### config.mk
export PLATFORM = sky130hd
export DESIGN_NAME = aging_priority_insert_queue_unit_flat
export DESIGN_NICKNAME = d
export VERILOG_FILES = /design/src/rtl/apiq_pkg.sv /design/src/rtl/apiq_if.sv /design/src/rtl/aging_priority_insert_queue_unit.sv /design/src/flat_wrapper.sv
export SDC_FILE = /design/constraint.sdc
export NUM_CORES = 1
export LEC_CHECK = 0
export ABC_AREA = 1
export BUFFER_PORTS_ARGS = -buffer_cell sky130_fd_sc_hd__buf_2
export CAP_MARGIN = 0
export CELL_PAD_IN_SITES_DETAIL_PLACEMENT = 0
export CELL_PAD_IN_SITES_GLOBAL_PLACEMENT = 2
export CORE_MARGIN = 2
export CORE_UTILIZATION = 45
export CTS_BUF_LIST = sky130_fd_sc_hd__clkbuf_4 sky130_fd_sc_hd__clkbuf_8
export DETAILED_ROUTE_END_ITERATION = 8
export PLACE_DENSITY = 0.88
export SYNTH_ARGS = -nofsm -noshare
export SYNTH_HDL_FRONTEND = slang
export SYNTH_SLANG_ARGS = --single-unit
export TNS_END_PERCENT = 100
### constraint.sdc
create_clock -name clk -period 3.7 [get_ports clk]
set_input_delay 0.555 -clock clk [delete_from_list [all_inputs] [get_ports clk]]
set_output_delay 0.555 -clock clk [all_outputs]
set_load 0.03 [all_outputs]
### src/rtl/apiq_pkg.sv
// Package for the aging priority insert queue.
// Holds the opcode and status codes, the slot word and the sequencer states.
// No dependencies.
`timescale 1ns / 1ps
`default_nettype none

package apiq_pkg;

  localparam logic OP_PUSH = 1'b0;
  localparam logic OP_POP  = 1'b1;

  localparam logic [2:0] CLASS_MAX = 3'd7;

  typedef enum logic [1:0] {
    ST_PUSHED = 2'd0,
    ST_FULL   = 2'd1,
    ST_POPPED = 2'd2,
    ST_EMPTY  = 2'd3
  } status_t;

  // one ring slot: class after aging, tag, one yield already taken
  typedef struct packed {
    logic [2:0] cls;
    logic [7:0] tag;
    logic       yld;
  } slot_t;

  typedef enum logic [2:0] {
    S_IDLE,
    S_WALK,
    S_CMP,
    S_POP,
    S_DONE
  } seq_state_t;

endpackage

`default_nettype wire

### src/rtl/apiq_if.sv
// Handshake channels of the aging priority insert queue.
// apiq_cmd_if carries push/pop items in, apiq_rsp_if carries results out.
// No dependencies.
`timescale 1ns / 1ps
`default_nettype none

interface apiq_cmd_if;
  logic       valid;
  logic       ready;
  logic       op;
  logic [1:0] req_class;
  logic [7:0] req_tag;

  modport source (output valid, output op, output req_class, output req_tag, input ready);
  modport sink   (input valid, input op, input req_class, input req_tag, output ready);
endinterface

interface apiq_rsp_if;
  logic       valid;
  logic       ready;
  logic [1:0] status;
  logic [2:0] out_class;
  logic [7:0] out_tag;
  logic [2:0] occupancy;

  modport source (output valid, output status, output out_class, output out_tag,
                  output occupancy, input ready);
  modport sink   (input valid, input status, input out_class, input out_tag,
                  input occupancy, output ready);
endinterface

`default_nettype wire

### src/rtl/aging_priority_insert_queue_unit.sv
// Aging priority insert queue: sorted ring of requesters with class aging.
// Uses apiq_pkg (codes, slot type, states) and apiq_cmd_if / apiq_rsp_if.
`timescale 1ns / 1ps
`default_nettype none

//  channel | dir | payload                                | accepted when
//  cmd     | in  | op, req_class, req_tag                 | cmd.valid && cmd.ready
//  rsp     | out | status, out_class, out_tag, occupancy  | rsp.valid && rsp.ready
//
//  Push: the walk ends at the head or stops at an entry of equal or higher class;
//  k = entries passed (k <= RING_SLOTS-2);
//  each step is one read of the slot memory and a compare, then a write.
//  Pop: the head read has registered data. Full or empty: straight to the result.
//  One item at a time; cmd.ready is high only between items. A finished
//  result waits in the output register while the next item is taken.
//  Synchronous reset clears pointers and count; slots need no clearing.
module aging_priority_insert_queue_unit #(
  parameter int RING_SLOTS = 8
) (
  input  wire          clk,
  input  wire          rst,
  apiq_cmd_if.sink     cmd,
  apiq_rsp_if.source   rsp
);

  localparam int PW = $clog2(RING_SLOTS);

  function automatic logic [PW-1:0] ring_next(input logic [PW-1:0] p);
    ring_next = (p == PW'(RING_SLOTS - 1)) ? '0 : p + PW'(1);
  endfunction

  function automatic logic [PW-1:0] ring_prev(input logic [PW-1:0] p);
    ring_prev = (p == '0) ? PW'(RING_SLOTS - 1) : p - PW'(1);
  endfunction

  apiq_pkg::slot_t mem [RING_SLOTS];
  apiq_pkg::slot_t rd_word;
  apiq_pkg::slot_t wr_data;
  apiq_pkg::slot_t new_slot;
  apiq_pkg::slot_t aged_slot;
  logic            rd_en;
  logic [PW-1:0]   rd_addr;
  logic            wr_en;
  logic [PW-1:0]   wr_addr;

  apiq_pkg::seq_state_t state, state_next;
  logic [PW-1:0]   head, head_next;
  logic [PW-1:0]   tail, tail_next;
  logic [PW-1:0]   pos, pos_next;
  logic [PW-1:0]   count, count_next;
  logic [1:0]      cls_r, cls_next;
  logic [7:0]      tag_r, tag_next;
  apiq_pkg::status_t status_r, status_next;
  logic [2:0]      oclass_r, oclass_next;
  logic [7:0]      otag_r, otag_next;

  logic            push_done;
  logic            out_load;
  logic            cmd_ready;
  logic [PW+2:0]   count_ext;

  logic            rsp_valid;
  logic [1:0]      rsp_status;
  logic [2:0]      rsp_class;
  logic [7:0]      rsp_tag;
  logic [2:0]      rsp_occ;

  // slot memory: one write port, one registered read port
  always_ff @(posedge clk) begin
    if (wr_en) begin
      mem[wr_addr] <= wr_data;
    end
    if (rd_en) begin
      rd_word <= mem[rd_addr];
    end
  end

  assign new_slot = '{cls: {1'b0, cls_r}, tag: tag_r, yld: 1'b0};

  // entry moving back one slot: second yield bumps class and clears the flag
  always_comb begin
    aged_slot = rd_word;
    if (rd_word.yld) begin
      aged_slot.yld = 1'b0;
      if (rd_word.cls != apiq_pkg::CLASS_MAX) begin
        aged_slot.cls = rd_word.cls + 3'd1;
      end
    end else begin
      aged_slot.yld = 1'b1;
    end
  end

  always_ff @(posedge clk) begin
    if (rst) begin
      state <= apiq_pkg::S_IDLE;
      head  <= '0;
      tail  <= '0;
      count <= '0;
    end else begin
      state <= state_next;
      head  <= head_next;
      tail  <= tail_next;
      count <= count_next;
    end
  end

  always_ff @(posedge clk) begin
    pos      <= pos_next;
    cls_r    <= cls_next;
    tag_r    <= tag_next;
    status_r <= status_next;
    oclass_r <= oclass_next;
    otag_r   <= otag_next;
  end

  always_comb begin
    state_next  = state;
    head_next   = head;
    tail_next   = tail;
    pos_next    = pos;
    count_next  = count;
    cls_next    = cls_r;
    tag_next    = tag_r;
    status_next = status_r;
    oclass_next = oclass_r;
    otag_next   = otag_r;
    rd_en       = 1'b0;
    rd_addr     = head;
    wr_en       = 1'b0;
    wr_addr     = pos;
    wr_data     = new_slot;
    push_done   = 1'b0;
    out_load    = 1'b0;
    cmd_ready   = 1'b0;

    case (state)
      apiq_pkg::S_IDLE: begin
        cmd_ready = 1'b1;
        if (cmd.valid) begin
          cls_next    = cmd.req_class;
          tag_next    = cmd.req_tag;
          oclass_next = '0;
          otag_next   = '0;
          if (cmd.op == apiq_pkg::OP_PUSH) begin
            if (head == ring_next(tail)) begin
              status_next = apiq_pkg::ST_FULL;
              state_next  = apiq_pkg::S_DONE;
            end else begin
              pos_next   = tail;
              state_next = apiq_pkg::S_WALK;
            end
          end else begin
            if (head == tail) begin
              status_next = apiq_pkg::ST_EMPTY;
              state_next  = apiq_pkg::S_DONE;
            end else begin
              rd_en      = 1'b1;
              rd_addr    = head;
              state_next = apiq_pkg::S_POP;
            end
          end
        end
      end
      apiq_pkg::S_WALK: begin
        // walk stops at the head without looking before it
        if (pos == head) begin
          push_done = 1'b1;
        end else begin
          rd_en      = 1'b1;
          rd_addr    = ring_prev(pos);
          state_next = apiq_pkg::S_CMP;
        end
      end
      apiq_pkg::S_CMP: begin
        if (rd_word.cls >= {1'b0, cls_r}) begin
          push_done = 1'b1;
        end else begin
          wr_en      = 1'b1;
          wr_data    = aged_slot;
          pos_next   = ring_prev(pos);
          state_next = apiq_pkg::S_WALK;
        end
      end
      apiq_pkg::S_POP: begin
        oclass_next = rd_word.cls;
        otag_next   = rd_word.tag;
        head_next   = ring_next(head);
        count_next  = count - PW'(1);
        status_next = apiq_pkg::ST_POPPED;
        state_next  = apiq_pkg::S_DONE;
      end
      apiq_pkg::S_DONE: begin
        if (!rsp_valid || rsp.ready) begin
          out_load   = 1'b1;
          state_next = apiq_pkg::S_IDLE;
        end
      end
      default: begin
        state_next = apiq_pkg::S_IDLE;
      end
    endcase

    if (push_done) begin
      wr_en       = 1'b1;
      wr_data     = new_slot;
      tail_next   = ring_next(tail);
      count_next  = count + PW'(1);
      status_next = apiq_pkg::ST_PUSHED;
      state_next  = apiq_pkg::S_DONE;
    end
  end

  assign count_ext = {3'b000, count};

  // output register
  always_ff @(posedge clk) begin
    if (rst) begin
      rsp_valid <= 1'b0;
    end else if (out_load) begin
      rsp_valid <= 1'b1;
    end else if (rsp.ready) begin
      rsp_valid <= 1'b0;
    end
  end

  always_ff @(posedge clk) begin
    if (out_load) begin
      rsp_status <= status_r;
      rsp_class  <= oclass_r;
      rsp_tag    <= otag_r;
      rsp_occ    <= count_ext[2:0];
    end
  end

  assign cmd.ready     = cmd_ready;
  assign rsp.valid     = rsp_valid;
  assign rsp.status    = rsp_status;
  assign rsp.out_class = rsp_class;
  assign rsp.out_tag   = rsp_tag;
  assign rsp.occupancy = rsp_occ;

  // pointer distance, for checking the count
  logic [PW:0] ptr_diff;
  assign ptr_diff = (tail >= head) ? ({1'b0, tail} - {1'b0, head})
                                   : ({1'b0, tail} + (PW + 1)'(RING_SLOTS) - {1'b0, head});

  a_count_max: assert property (@(posedge clk) disable iff (rst)
    count <= PW'(RING_SLOTS - 1))
    else $error("entry count exceeds ring capacity");

  a_count_ptrs: assert property (@(posedge clk) disable iff (rst)
    state == apiq_pkg::S_IDLE |-> ptr_diff == {1'b0, count})
    else $error("entry count out of step with head and tail");

  a_write_state: assert property (@(posedge clk) disable iff (rst)
    wr_en |-> (state == apiq_pkg::S_WALK || state == apiq_pkg::S_CMP))
    else $error("slot write outside a push walk");

  a_rsp_from_done: assert property (@(posedge clk) disable iff (rst)
    $rose(rsp_valid) |-> $past(state) == apiq_pkg::S_DONE)
    else $error("result raised outside the finish step");

endmodule

`default_nettype wire
### src/flat_wrapper.sv
// flat-port wrapper written by rule: the top's interface ports become plain ports
module aging_priority_insert_queue_unit_flat 
#(
  parameter int RING_SLOTS = 8
)
  (clk, rst, cmd_valid, cmd_op, cmd_req_class, cmd_req_tag, cmd_ready, rsp_valid, rsp_status, rsp_out_class, rsp_out_tag, rsp_occupancy, rsp_ready);
  apiq_cmd_if cmd_i ();
  apiq_rsp_if rsp_i ();
  input  wire clk;
  input  wire rst;
  input wire logic [$bits(cmd_i.valid)-1:0] cmd_valid;
  input wire logic [$bits(cmd_i.op)-1:0] cmd_op;
  input wire logic [$bits(cmd_i.req_class)-1:0] cmd_req_class;
  input wire logic [$bits(cmd_i.req_tag)-1:0] cmd_req_tag;
  output wire logic [$bits(cmd_i.ready)-1:0] cmd_ready;
  output wire logic [$bits(rsp_i.valid)-1:0] rsp_valid;
  output wire logic [$bits(rsp_i.status)-1:0] rsp_status;
  output wire logic [$bits(rsp_i.out_class)-1:0] rsp_out_class;
  output wire logic [$bits(rsp_i.out_tag)-1:0] rsp_out_tag;
  output wire logic [$bits(rsp_i.occupancy)-1:0] rsp_occupancy;
  input wire logic [$bits(rsp_i.ready)-1:0] rsp_ready;
  assign cmd_i.valid = cmd_valid;
  assign cmd_i.op = cmd_op;
  assign cmd_i.req_class = cmd_req_class;
  assign cmd_i.req_tag = cmd_req_tag;
  assign cmd_ready = cmd_i.ready;
  assign rsp_valid = rsp_i.valid;
  assign rsp_status = rsp_i.status;
  assign rsp_out_class = rsp_i.out_class;
  assign rsp_out_tag = rsp_i.out_tag;
  assign rsp_occupancy = rsp_i.occupancy;
  assign rsp_i.ready = rsp_ready;
  aging_priority_insert_queue_unit #(.RING_SLOTS(RING_SLOTS)) u_core (.clk(clk), .rst(rst), .cmd(cmd_i), .rsp(rsp_i));
endmodule
==> reports/metrics.cfg <==
[detailed_routing]
drt_iter0_drc = 364
vias = 4783
totalWireLength_microns = 16000
drtAntennaViolNets = 0
wl_per_cell_microns = 16.6
route.detailed.drc = 0
drt-pass1-iter-count = 6
routed_via_density = 4.96

[timing]
final-hold-violation-count = 0
fin_crit_sh_pct = 76.7
period_needed_ns = 2.84
max_clock_freq_mhz = 353
tns_ns = 0
rsz0062_at_grt = no
fin_hold_ws_ns = 0.258
tightest_slew_ns = 0.982
setup_viol = 0
final_max_slew_viol_count = 0
finClkSkew_ns = 0.0180
relSlewSlack_pct = 33.9

[floorplanning]
core_area_sq_um = 15800
initial_core_util_pct = 46.0
die-area_sq_um = 17200
die_h_microns = 131
die-width_microns = 131
rows = 46
ios = 33

[clock_network]
htreeDepth = 4
post_cts_buffers = 0
clkLatencyLatePin_ns = 0.46
cts_tree = built
holdBufCountCts = 0
cts_sinks = 163
clkTransAtPathRegs_ns = 0.10
numCtsBuffers = 17
cts_resized = 0
cts_root_buf = clkbuf_8
clock_path_buffers = 2

[placed_design]
numPlacedInstances = 932
gp_congestion = 0.778
dpl-instance-area_sq_um = 7640
io_buffers = 32
dp.final_hpwl_microns = 10400

[critical_path]
cp.required_ns = 3.82
rr_worst_depth = 7
rrSetupSlack_ns = 0.86
crit_start = u_core.rd_word[9]
r2r-start = u_core.rd_word[9]
crit_family = compound AO/OA/AOI/OAI gates
cp-end-kind = flop
cp.arrival_ns = 2.95
crit_chain = inv_1 > ha_1 > o21ai_0 > nand2_1 > nor2_1 > inv_1 > o21ai_0
path_max_fanout = 20
crit_slowest_cell = o21ai_0
cp.buffers_inverters = 2
crit_path_max_incr_delay_ns = 0.89
critPathKind = reg2reg
crit_path_end = u_core.mem[7][9]
cp-start-kind = flop
cp_num_cells = 7
r2r-end = u_core.mem[7][9]

[synth]
synthArstFlopShare_pct = 0
syn-cell-area_sq_um = 7270
synth_xor_area_share_pct = 1.19
muxShareOfSynthArea_pct = 0
synth-simple-area-share_pct = 19.3
syn_area_per_cell_sq_um = 10.4
synth_seq_cells = 163
synth_edf_count = 148
synth_cell_types = 35
synth-adder-area-share_pct = 1.72
ys.flop_type = edfxtp_1
ys_warn_count = 0
synth_compound_area_share_pct = 3.22
synth_cells = 698
synth_top_family_by_area = simple AND/OR/NAND/NOR gates
syn_nets = 723
yosysSeqAreaShare_pct = 65.2

[min_path]
hold_class = in2reg
hold_depth = 1

[power]
p_leak_nw = 3.50
finalPower_mw = 5.88
vdd.ir_drop.worst_v = 0.000343
power.density_nw_per_um2 = 733

[layout]
final_cell_mix = edfxtp_1 (148), nand2_1 (141), inv_1 (135)
fin_area_sq_um = 8020
drive_gt1_share_pct = 13.0
final_common_cell = edfxtp_1
finalNetCount = 760
areaGrowthSynthToFinish_pct = 10.3
diodes = 0
instances_no_fill = 964

[grt]
globalRouteOverflowTotal = 0
grt_max_degree = 38
grt_pass1_wl_microns = 25500
grt_pass1_vias = 4830
globalRouteTotalUtil_pct = 19.4
antenna_found_initial = 0

[outcome]
outcome = completed

[flow_run]
cap_violations = 0

## synthesized netlist by cell type, types with 3 or more instances
library cell  instances  share of area (%)
edfxtp_1            148                 61
ha_1                 10                1.7
inv_1               135                7.0
buf_2                 9               0.62
buf_4                 7               0.72
xor2_1                4               0.48
clkbuf_1              4               0.21
xnor2_1               4               0.48
a21oi_1               9               0.62
nand4_1               3               0.26
nor2_1               38                2.0
nand2_1             141                7.3
nand3_1             117                8.1
buf_6                 4               0.62
dfxtp_1              15                4.1
o21ai_0              22                1.5
nand2_4               4               0.62
## power by group
| group | leakage [nW] | switching, mW | internal (mW) |
|---|---|---|---|
| combinational | 1.83 | 1.42 | 0.543 |
| clock | 0.196 | 0.739 | 0.507 |
| sequential | 1.47 | 0.149 | 2.52 |
| total | 3.50 | 2.31 | 3.57 |
## state kept, by name, summed over array words and instances (netlist names)
| name | cells |
|---|---|
| u_core.oclass_r | 3 |
| u_core.otag_r | 8 |
| u_core.rsp.valid | 1 |
| u_core.cls_r | 2 |
| u_core.rd_word | 4 |
| u_core.aged_slot | 8 |
| u_core.count | 3 |
| u_core.rsp.out_class | 3 |
| u_core.pos | 3 |
| u_core.tail | 3 |
| u_core.head | 3 |
| u_core.tag_r | 8 |
| u_core.mem | 96 |
| u_core.rsp.out_tag | 8 |
| u_core.rsp.occupancy | 3 |
| u_core.rsp.status | 2 |
| u_core.state | 3 |
| u_core.status_r | 2 |
## area by class of cell
class / instances / area [sq um]
fill: 1437 / 7810
sequential: 163 / 4740
multi-input combinational: 373 / 1870
inverter: 137 / 514
tap: 216 / 270
timing repair buffer: 43 / 243
clock buffer: 17 / 234
clock inverter: 15 / 148
## worst register-to-register path: cells and delay by family, from the launching register on
family / cells / cell delay (ns)
flip-flops: 1 / 0.49
AO/OA/AOI/OAI: 2 / 1.06
AND/OR/NAND/NOR: 2 / 0.27
adder cells (fa/ha/maj): 1 / 0.23
buffers and inverters: 2 / 0.46
## per-layer routing
layer,track usage (%),share of wire (%),vias up
li1,-,-,2363
met1,24.7,44,2312
met2,34.0,51,92
met3,3.36,3.8,16
met4,6.28,1.3,0
met5,0,0,-
## worst min path at each step
stage / from / end / slack [ns]
final: cmd_req_tag[2] / u_core.tag_r[2] / 0.26
after detailed placement: u_core.otag_r[6] / u_core.rsp.out_tag[6] / 0.41
after global placement: u_core.otag_r[4] / u_core.rsp.out_tag[4] / 0.40
after floorplan: u_core.oclass_r[0] / u_core.rsp.out_class[0] / 0.40
after CTS: cmd_req_tag[2] / u_core.tag_r[2] / 0.23
after global routing: cmd_req_tag[2] / u_core.tag_r[2] / 0.23
## through the flow
step | util, % | worst slack [ns]
after floorplan | - | 1.09
after global placement | 48.3 | 0.901
after detailed placement | 48.3 | 0.816
after CTS | 50.7 | 0.799
after global routing | 50.7 | 0.598
final | 50.7 | 0.863
## logic make-up (layout without fill, tap and decap cells)
kind of cell,Yosys count,in the layout
compound gates,39,39
flops,163,163
simple gates,315,315
buf+inv,162,212
fa+ha+maj,10,10
xor+xnor,9,9
No activity file was read; power rests on OpenSTA's default activity.
